<file path="config.mk">
export PLATFORM = sky130hd
export DESIGN_NAME = lru_page_replacement_flat
export DESIGN_NICKNAME = d
export VERILOG_FILES = /design/src/lpr_pkg.sv /design/src/lpr_page_if.sv /design/src/lru_page_replacement.sv /design/src/flat_wrapper.sv
export SDC_FILE = /design/constraint.sdc
export NUM_CORES = 1
export LEC_CHECK = 0
export BUFFER_PORTS_ARGS = -buffer_cell sky130_fd_sc_hd__buf_2
export CAP_MARGIN = 20
export CORE_MARGIN = 2
export CORE_UTILIZATION = 45
export DETAILED_ROUTE_END_ITERATION = 16
export PLACE_DENSITY = 0.66
export SLEW_MARGIN = 20
export SYNTH_ARGS = -nofsm -noshare
export SYNTH_HDL_FRONTEND = slang
export SYNTH_SLANG_ARGS = --single-unit
</file>
<file path="constraint.sdc">
create_clock -name clk -period 6.55 [get_ports clk]
set_input_delay 0 -clock clk [delete_from_list [all_inputs] [get_ports clk]]
set_output_delay 0 -clock clk [all_outputs]
set_load 0.01 [all_outputs]
</file>
<file path="src/lpr_pkg.sv">
// Package with the shared types and constants of the LRU page replacement block.
`timescale 1ns / 1ps

package lpr_pkg;

  localparam int unsigned PAGE_W      = 16;
  localparam int unsigned IDX_OUT_W   = 4;
  localparam int unsigned STAMP_W     = 32;
  localparam int unsigned COUNT_W     = 32;
  localparam int unsigned CFG_W       = 5;
  localparam int unsigned FIELD_MAX   = 16;
  localparam int unsigned APB_DATA_W  = 32;
  localparam int unsigned APB_ADDR_W  = 3;

  localparam logic [STAMP_W-1:0] STAMP_MAX = '1;
  localparam logic [COUNT_W-1:0] COUNT_MAX = '1;

  localparam logic [CFG_W-1:0] FRAMES_IN_USE_RESET = 5'd4;

  typedef enum logic [0:0] {
    REG_FRAMES_IN_USE = 1'b0,
    REG_NONE          = 1'b1
  } reg_idx_t;

  typedef enum logic [2:0] {
    ST_IDLE  = 3'b001,
    ST_SCAN  = 3'b010,
    ST_WRITE = 3'b100
  } state_t;

endpackage

</file>
<file path="src/lpr_page_if.sv">
// Channel interfaces for page references and replacement results.
`timescale 1ns / 1ps

interface lpr_page_if;
  logic                        valid;
  logic                        ready;
  logic [lpr_pkg::PAGE_W-1:0]  page_number;

  modport source (output valid, output page_number, input ready);
  modport sink (input valid, input page_number, output ready);
endinterface

interface lpr_result_if;
  logic                          valid;
  logic                          ready;
  logic                          hit;
  logic [lpr_pkg::IDX_OUT_W-1:0] frame_index;
  logic                          evicted_valid;
  logic [lpr_pkg::PAGE_W-1:0]    evicted_page;
  logic [lpr_pkg::COUNT_W-1:0]   fault_count;
  logic                          stamp_saturated;

  modport source (output valid, output hit, output frame_index, output evicted_valid,
                  output evicted_page, output fault_count, output stamp_saturated,
                  input ready);
  modport sink (input valid, input hit, input frame_index, input evicted_valid,
                input evicted_page, input fault_count, input stamp_saturated,
                output ready);
endinterface

</file>
<file path="src/lru_page_replacement.sv">
// Top level of the LRU page replacement block with a time-stamped frame memory.
// Each reference scans the active frames through a registered memory port,
// one frame per cycle, then writes the chosen frame back once the result
// register is free; a new reference is accepted only when the block is idle again.
// Reset clears the frame valid bits and counters and loads the configuration
// register with its reset value at once; no clearing pass is needed.
`timescale 1ns / 1ps

module lru_page_replacement #(
  parameter int unsigned FRAMES    = 16,
  parameter int unsigned PAGE_BITS = 16
) (
  input  logic                               clk,
  input  logic                               rst,
  lpr_page_if.sink                           req,
  lpr_result_if.source                       rsp,
  input  logic                               psel,
  input  logic                               penable,
  input  logic                               pwrite,
  input  logic [lpr_pkg::APB_ADDR_W-1:0]     paddr,
  input  logic [lpr_pkg::APB_DATA_W-1:0]     pwdata,
  output logic [lpr_pkg::APB_DATA_W-1:0]     prdata,
  output logic                               pready
);

  localparam int unsigned IDX_W  = $clog2(FRAMES);
  localparam int unsigned NMAX   = (FRAMES < lpr_pkg::FIELD_MAX) ? FRAMES : lpr_pkg::FIELD_MAX;
  localparam int unsigned CNT_W  = $clog2(NMAX + 1);
  localparam int unsigned WORD_W = PAGE_BITS + lpr_pkg::STAMP_W;

  lpr_pkg::state_t state, state_next;

  logic [lpr_pkg::CFG_W-1:0]   frames_in_use;
  logic [CNT_W-1:0]            active_n;
  logic [CNT_W-1:0]            cnt;
  logic                        issue;

  logic [WORD_W-1:0]           mem [FRAMES];
  logic [FRAMES-1:0]           ent_valid;
  logic [WORD_W-1:0]           rd_word;
  logic                        rd_ent_valid;
  logic                        rd_vld;
  logic                        rd_last;
  logic [IDX_W-1:0]            rd_idx;

  logic [PAGE_BITS-1:0]        page;
  logic [PAGE_BITS-1:0]        rd_page;
  logic [lpr_pkg::STAMP_W-1:0] rd_stamp;

  logic                        found;
  logic [IDX_W-1:0]            hit_idx;
  logic [IDX_W-1:0]            victim;
  logic [lpr_pkg::STAMP_W-1:0] min_stamp;
  logic [PAGE_BITS-1:0]        victim_page;

  logic [lpr_pkg::STAMP_W-1:0] time_now, time_next;
  logic [lpr_pkg::COUNT_W-1:0] faults, faults_next;
  logic [IDX_W-1:0]            slot;
  logic                        ev_valid;
  logic                        out_free;
  logic                        commit;
  logic                        cfg_write;
  lpr_pkg::reg_idx_t           reg_sel;

  // Configuration port.
  assign pready    = 1'b1;
  assign reg_sel   = lpr_pkg::reg_idx_t'(paddr[2]);
  assign cfg_write = psel && penable && pwrite;

  always_comb begin
    case (reg_sel)
      lpr_pkg::REG_FRAMES_IN_USE: prdata = lpr_pkg::APB_DATA_W'(frames_in_use);
      default:                    prdata = '0;
    endcase
  end

  always_ff @(posedge clk) begin
    if (rst) begin
      frames_in_use <= lpr_pkg::FRAMES_IN_USE_RESET;
    end else if (cfg_write && reg_sel == lpr_pkg::REG_FRAMES_IN_USE) begin
      frames_in_use <= pwdata[lpr_pkg::CFG_W-1:0];
    end
  end

  always_comb begin
    if (frames_in_use == '0) begin
      active_n = CNT_W'(1);
    end else if (32'(frames_in_use) > NMAX) begin
      active_n = CNT_W'(NMAX);
    end else begin
      active_n = CNT_W'(frames_in_use);
    end
  end

  // Sequencer.
  assign req.ready = (state == lpr_pkg::ST_IDLE);
  assign issue     = (state == lpr_pkg::ST_SCAN) && (cnt != active_n);
  assign out_free  = !rsp.valid || rsp.ready;
  assign commit    = (state == lpr_pkg::ST_WRITE) && out_free;

  always_comb begin
    state_next = state;
    case (state)
      lpr_pkg::ST_IDLE:  if (req.valid) state_next = lpr_pkg::ST_SCAN;
      lpr_pkg::ST_SCAN:  if (rd_vld && rd_last) state_next = lpr_pkg::ST_WRITE;
      lpr_pkg::ST_WRITE: if (out_free) state_next = lpr_pkg::ST_IDLE;
      default:           state_next = lpr_pkg::ST_IDLE;
    endcase
  end

  always_ff @(posedge clk) begin
    if (rst) begin
      state  <= lpr_pkg::ST_IDLE;
      cnt    <= '0;
      rd_vld <= 1'b0;
    end else begin
      state  <= state_next;
      rd_vld <= issue;
      if (state == lpr_pkg::ST_IDLE) begin
        cnt <= '0;
      end else if (issue) begin
        cnt <= cnt + CNT_W'(1);
      end
    end
  end

  always_ff @(posedge clk) begin
    if (req.valid && req.ready) begin
      page <= PAGE_BITS'(req.page_number);
    end
    if (issue) begin
      rd_idx  <= IDX_W'(cnt);
      rd_last <= (cnt == active_n - CNT_W'(1));
    end
  end

  // Frame memory, one read or one write per cycle.
  always_ff @(posedge clk) begin
    if (issue) begin
      rd_word <= mem[IDX_W'(cnt)];
    end
    if (commit) begin
      mem[slot] <= {page, time_next};
    end
  end

  always_ff @(posedge clk) begin
    if (rst) begin
      ent_valid <= '0;
    end else if (commit) begin
      ent_valid[slot] <= 1'b1;
    end
  end

  always_ff @(posedge clk) begin
    if (issue) begin
      rd_ent_valid <= ent_valid[IDX_W'(cnt)];
    end
  end

  assign rd_page  = rd_ent_valid ? rd_word[WORD_W-1:lpr_pkg::STAMP_W] : '0;
  assign rd_stamp = rd_ent_valid ? rd_word[lpr_pkg::STAMP_W-1:0] : '0;

  // Hit search and minimum-stamp search, one frame per cycle.
  always_ff @(posedge clk) begin
    if (rst) begin
      found <= 1'b0;
    end else if (req.valid && req.ready) begin
      found <= 1'b0;
    end else if (rd_vld && !found && rd_stamp != '0 && rd_page == page) begin
      found <= 1'b1;
    end
  end

  always_ff @(posedge clk) begin
    if (rd_vld) begin
      if (!found && rd_stamp != '0 && rd_page == page) begin
        hit_idx <= rd_idx;
      end
      if (rd_idx == '0 || rd_stamp < min_stamp) begin
        min_stamp   <= rd_stamp;
        victim      <= rd_idx;
        victim_page <= rd_page;
      end
    end
  end

  // Write-back and result.
  assign slot      = found ? hit_idx : victim;
  assign ev_valid  = !found && (min_stamp != '0);
  assign time_next = (time_now == lpr_pkg::STAMP_MAX) ? time_now
                                                      : time_now + lpr_pkg::STAMP_W'(1);
  assign faults_next = (found || faults == lpr_pkg::COUNT_MAX) ? faults
                                                               : faults + lpr_pkg::COUNT_W'(1);

  always_ff @(posedge clk) begin
    if (rst) begin
      time_now  <= '0;
      faults    <= '0;
      rsp.valid <= 1'b0;
    end else begin
      if (commit) begin
        time_now  <= time_next;
        faults    <= faults_next;
        rsp.valid <= 1'b1;
      end else if (rsp.ready) begin
        rsp.valid <= 1'b0;
      end
    end
  end

  always_ff @(posedge clk) begin
    if (commit) begin
      rsp.hit             <= found;
      rsp.frame_index     <= lpr_pkg::IDX_OUT_W'(slot);
      rsp.evicted_valid   <= ev_valid;
      rsp.evicted_page    <= ev_valid ? lpr_pkg::PAGE_W'(victim_page) : '0;
      rsp.fault_count     <= faults_next;
      rsp.stamp_saturated <= (time_next == lpr_pkg::STAMP_MAX);
    end
  end

endmodule

</file>
<file path="src/flat_wrapper.sv">
// flat-port wrapper written by rule: the top's interface ports become plain ports
module lru_page_replacement_flat 
#(
  parameter int unsigned FRAMES    = 16,
  parameter int unsigned PAGE_BITS = 16
)
  (clk, rst, psel, penable, pwrite, paddr, pwdata, prdata, pready, req_valid, req_page_number, req_ready, rsp_valid, rsp_hit, rsp_frame_index, rsp_evicted_valid, rsp_evicted_page, rsp_fault_count, rsp_stamp_saturated, rsp_ready);
  lpr_page_if req_i ();
  lpr_result_if rsp_i ();
  input  logic clk;
  input  logic rst;
  input  logic psel;
  input  logic penable;
  input  logic pwrite;
  input  logic [lpr_pkg::APB_ADDR_W-1:0] paddr;
  input  logic [lpr_pkg::APB_DATA_W-1:0] pwdata;
  output logic [lpr_pkg::APB_DATA_W-1:0] prdata;
  output logic pready;
  input wire logic [$bits(req_i.valid)-1:0] req_valid;
  input wire logic [$bits(req_i.page_number)-1:0] req_page_number;
  output wire logic [$bits(req_i.ready)-1:0] req_ready;
  output wire logic [$bits(rsp_i.valid)-1:0] rsp_valid;
  output wire logic [$bits(rsp_i.hit)-1:0] rsp_hit;
  output wire logic [$bits(rsp_i.frame_index)-1:0] rsp_frame_index;
  output wire logic [$bits(rsp_i.evicted_valid)-1:0] rsp_evicted_valid;
  output wire logic [$bits(rsp_i.evicted_page)-1:0] rsp_evicted_page;
  output wire logic [$bits(rsp_i.fault_count)-1:0] rsp_fault_count;
  output wire logic [$bits(rsp_i.stamp_saturated)-1:0] rsp_stamp_saturated;
  input wire logic [$bits(rsp_i.ready)-1:0] rsp_ready;
  assign req_i.valid = req_valid;
  assign req_i.page_number = req_page_number;
  assign req_ready = req_i.ready;
  assign rsp_valid = rsp_i.valid;
  assign rsp_hit = rsp_i.hit;
  assign rsp_frame_index = rsp_i.frame_index;
  assign rsp_evicted_valid = rsp_i.evicted_valid;
  assign rsp_evicted_page = rsp_i.evicted_page;
  assign rsp_fault_count = rsp_i.fault_count;
  assign rsp_stamp_saturated = rsp_i.stamp_saturated;
  assign rsp_i.ready = rsp_ready;
  lru_page_replacement #(.FRAMES(FRAMES), .PAGE_BITS(PAGE_BITS)) u_core (.clk(clk), .rst(rst), .req(req_i), .rsp(rsp_i), .psel(psel), .penable(penable), .pwrite(pwrite), .paddr(paddr), .pwdata(pwdata), .prdata(prdata), .pready(pready));
endmodule
</file>
==> impl_metrics.csv <==
group,metric,value,unit
sta,timing.max_slew.rel_slack,28.74,%
cells_and_area,syn_to_final_growth,13.93,%
floorplan,die_area,95600,µm²
sta,finalSetupViolCount,0,
floorplan,io_pins,148,
cts,root_buffer,"clkbuf_16",
critical_path,cpMaxStageDelayCell,"a211oi_4",
route,drt.antenna.violating_nets,0,
cts,worst_setup_hold_path_clk_slew,0.06,ns
route,average_wire_per_standard_cell,24.20,µm
synth,synth.cells.most_frequent,"edfxtp_1, mux4_2, nor2_1",
synth,synthMuxAreaShare,13.47,%
synth,synth-main-ff-cell,"edfxtp_1",
place,io_buffers,90,
sta,timing.hold.ws,0.03771,ns
cts,post_cts_resize_count,0,
sta,tns,0,ns
synth,cell_variety_after_synth,69,
critical_path,timing.critical_path.max_delay_family,"compound AO/OA/AOI/OAI gates",
floorplan,core_area,91940,µm²
cts,cts_max_path_buffers,3,
synth,synthesized_area_fraction_occupied_by_ao_oa_aoi_and_oai_cells,1.663,%
cells_and_area,design_area,47760,µm²
synth,synthesized_instance_count,2275,
synth,yosys.area_share.adder,1.045,%
sta,pins_over_their_slew_limit,0,
cells_and_area,layout.cells.non_filler,3776,
sta,fmaxAchievable,0.2314,GHz
floorplan,num_rows,111,
critical_path,start_kind,"register",
synth,synthMostInstantiatedCell,"edfxtp_1",
cts,clock_tree.htree_level_count,3,
global_routing,grt_use_total,19.39,%
cells_and_area,nets,2532,
critical_path,cp_cell_sequence,"buf_4 -> and2_1 -> ha_1 -> a21o_1 -> a21o_1 -> a21oi_1 -> o31ai_1 -> a211o_1 -> a211oi_4 -> buf_4",
global_routing,largest_net_degree_at_the_start_of_global_routing,93,
place,dpl_cell_area,43830,µm²
synth,synth.top_cells.by_area,"edfxtp_1, mux4_2, dfxtp_1",
cts,cts_tree,"yes",
route,drt_first_pass_iters,5,
synth,synth-async-reset-ratio,0,%
cts,tritoncts.num_buffers,105,
sta,min_period_over_period,65.97,%
power_and_ir_drop,ir_drop,0.0002030,V
place,dp_hpwl,50.97,mm
synth,synth.yosys.warnings,0,
critical_path,critical-path-max-stage-delay,0.82,ns
synth,post_synth_and_or_nand_nor_area_fraction,6.370,%
synth,synth-seq-area-share,72.57,%
critical_path,worst-path-max-fanout,35,
floorplan,die_height,309.2,µm
global_routing,wire_length_of_the_first_global_routing_pass,136.7,mm
global_routing,grt_overflow,0,
route,drt-initial-drc-count,2160,
critical_path,crit_path_required_time,6.85,ns
global_routing,antenna_found_initial,5,
run,max-cap-violations,0,
synth,main_combinational_cell_family_by_area_after_synthesis,"multiplexers",
synth,synth_top_area_share,67.99,%
sta,timing.final.hold_violations,0,
synth,ys_ff_latch,1045,
cells_and_area,final_layout_size_suffix_gt1_share,23.26,%
place,placedCellCount,3537,
synth,synth.cell_area,41920,µm²
route,drcViolationCount,0,
run_status,outcome,"finished clean",
synth,synth-edff-count,949,
sta,post-route-min-period,4.321,ns
sta,clock_skew,0.03081,ns
cts,insertion_delay,0.69,ns
place,gpl_wtd_cong,0.8670,
synth,post-synth-top-area-cell,"edfxtp_1",
route,totalWireLength,91.39,mm
route,via_count,21190,
critical_path,critical_path.n_buffers_inverters,2,
route,via_per_inst,5.612,
sta,setup_repair_after_global_routing_missed_its_margin,"false",
critical_path,timing.setup.critical_path_class,"reg2reg",
synth,synthesis.area_per_instance,18.42,µm²
power_and_ir_drop,pd_cells,277.3,nW/µm²
min_path,hold_path.class,"in2reg",
power_and_ir_drop,leakage,16.49,nW
synth,synth_xor_area_share,2.878,%
sta,tightest_slew,1.066,ns
floorplan,die_width,309.2,µm
critical_path,crit_arrival,4.62,ns
floorplan,initial_core_util,45.59,%
global_routing,via_count_of_the_first_global_routing_pass,21540,
critical_path,worst_setup_end_kind,"register",
cts,clkSinkCount,1045,
## final cells by class
type                    instances  area, µm²
fillers                      7314      44180
flip-flops and latches       1045      30430
multi-input cells            1070      11020
clock buffers                 143       2873
well taps                    1243       1555
repair buffers                167       1136
clock inverters                57      545.5
inverters                      50      188.9
diodes                          1      2.502
## cell families (layout without fill, tap and decap cells)
family,count (synthesis),in the layout
AO/OA/AOI/OAI,97,97
XOR/XNOR,136,136
adder cells (fa/ha/maj),35,35
buffers and inverters,186,417
flip-flops,1045,1045
multiplexers,257,257
other,2,29
AND/OR/NAND/NOR,517,517
## stage by stage
| step | setup WS (ns) | utilization [%] | total power, mW |
|---|---|---|---|
| 2_1_floorplan | 0.1549 | - | 7.454 |
| 3_3_place_gp | 2.318 | 47.67 | 7.486 |
| 3_5_place_dp | 2.272 | 47.68 | 7.491 |
| 4_1_cts | 2.240 | 51.81 | 13.36 |
| 5_1_grt | 2.011 | 51.94 | 13.63 |
| 6_report | 2.229 | 51.94 | 13.24 |
## flip-flops by register name, indices dropped and copies added, names as in the netlist, 5 cells and up
name / cells
u_core.cnt: 5
u_core.time_now: 32
u_core.mem: 768
u_core.rd_word: 48
u_core.victim_page: 16
u_core.min_stamp: 32
u_core.page: 16
u_core.faults: 32
u_core.rsp.evicted_page: 16
u_core.rsp.fault_count: 32
u_core.frames_in_use: 5
u_core.ent_valid: 16
## cells in the final DEF, fill, tap and decap left out, types with 31 or more instances in the layout
| cell type | n |
|---|---|
| and2_1 | 71 |
| buf_2 | 90 |
| buf_4 | 38 |
| clkbuf_16 | 107 |
| dfxtp_1 | 92 |
| dlygate4sd3_1 | 38 |
| edfxtp_1 | 949 |
| ha_1 | 35 |
| inv_1 | 48 |
| mux4_2 | 245 |
| nand2_1 | 70 |
| nand3_1 | 44 |
| nand4_1 | 36 |
| nor2_1 | 156 |
| nor3_1 | 31 |
| xnor2_1 | 66 |
| xor2_1 | 54 |
## report_power, final
| part | switching (mW) | leakage [nW] | total, mW | internal, mW |
|---|---|---|---|---|
| Clock | 2.51 | 1.66 | 5.88 | 3.37 |
| Combinational | 0.0645 | 4.27 | 0.111 | 0.0465 |
| Sequential | 0.0374 | 10.5 | 7.25 | 7.22 |
## layer usage
metal	up-vias	GRT usage, %	part of all wire [%]
li1	9256	-	-
met1	11140	26.91	42
met2	663	32.36	50
met3	129	3.158	5.8
met4	2	4.538	1.9
met5	-	0	0.014
## worst reg2reg max path: cells and delay by family, from the launching register on
family	cells	cell delay [ns]
flip-flops	1	0.65
adder cells (fa/ha/maj)	1	0.27
AND/OR/NAND/NOR	1	0.22
buffers and inverters	2	0.96
AO/OA/AOI/OAI	6	1.84
## repair_timing
action | 4_1_cts | 5_1_grt
endpoints found under the setup margin | 0 | 0
buffers inserted | 0 | 0
hold endpoints to repair | 42 | 0
hold buffers | 38 | 0
## worst paths after layout
kind,startpoint,endpoint,slack (ns),cells past startpoint
hold reg to reg,u_core.ent_valid[0],u_core.ent_valid[0],0.47,2
setup reg to reg,u_core.rd_ent_valid,u_core.min_stamp[18],2.23,10
setup / recovery,u_core.rd_ent_valid,u_core.min_stamp[18],2.23,10
hold / removal,req_page_number[2],u_core.page[2],0.04,2
Note: power is estimated with default switching activity, not from simulation.
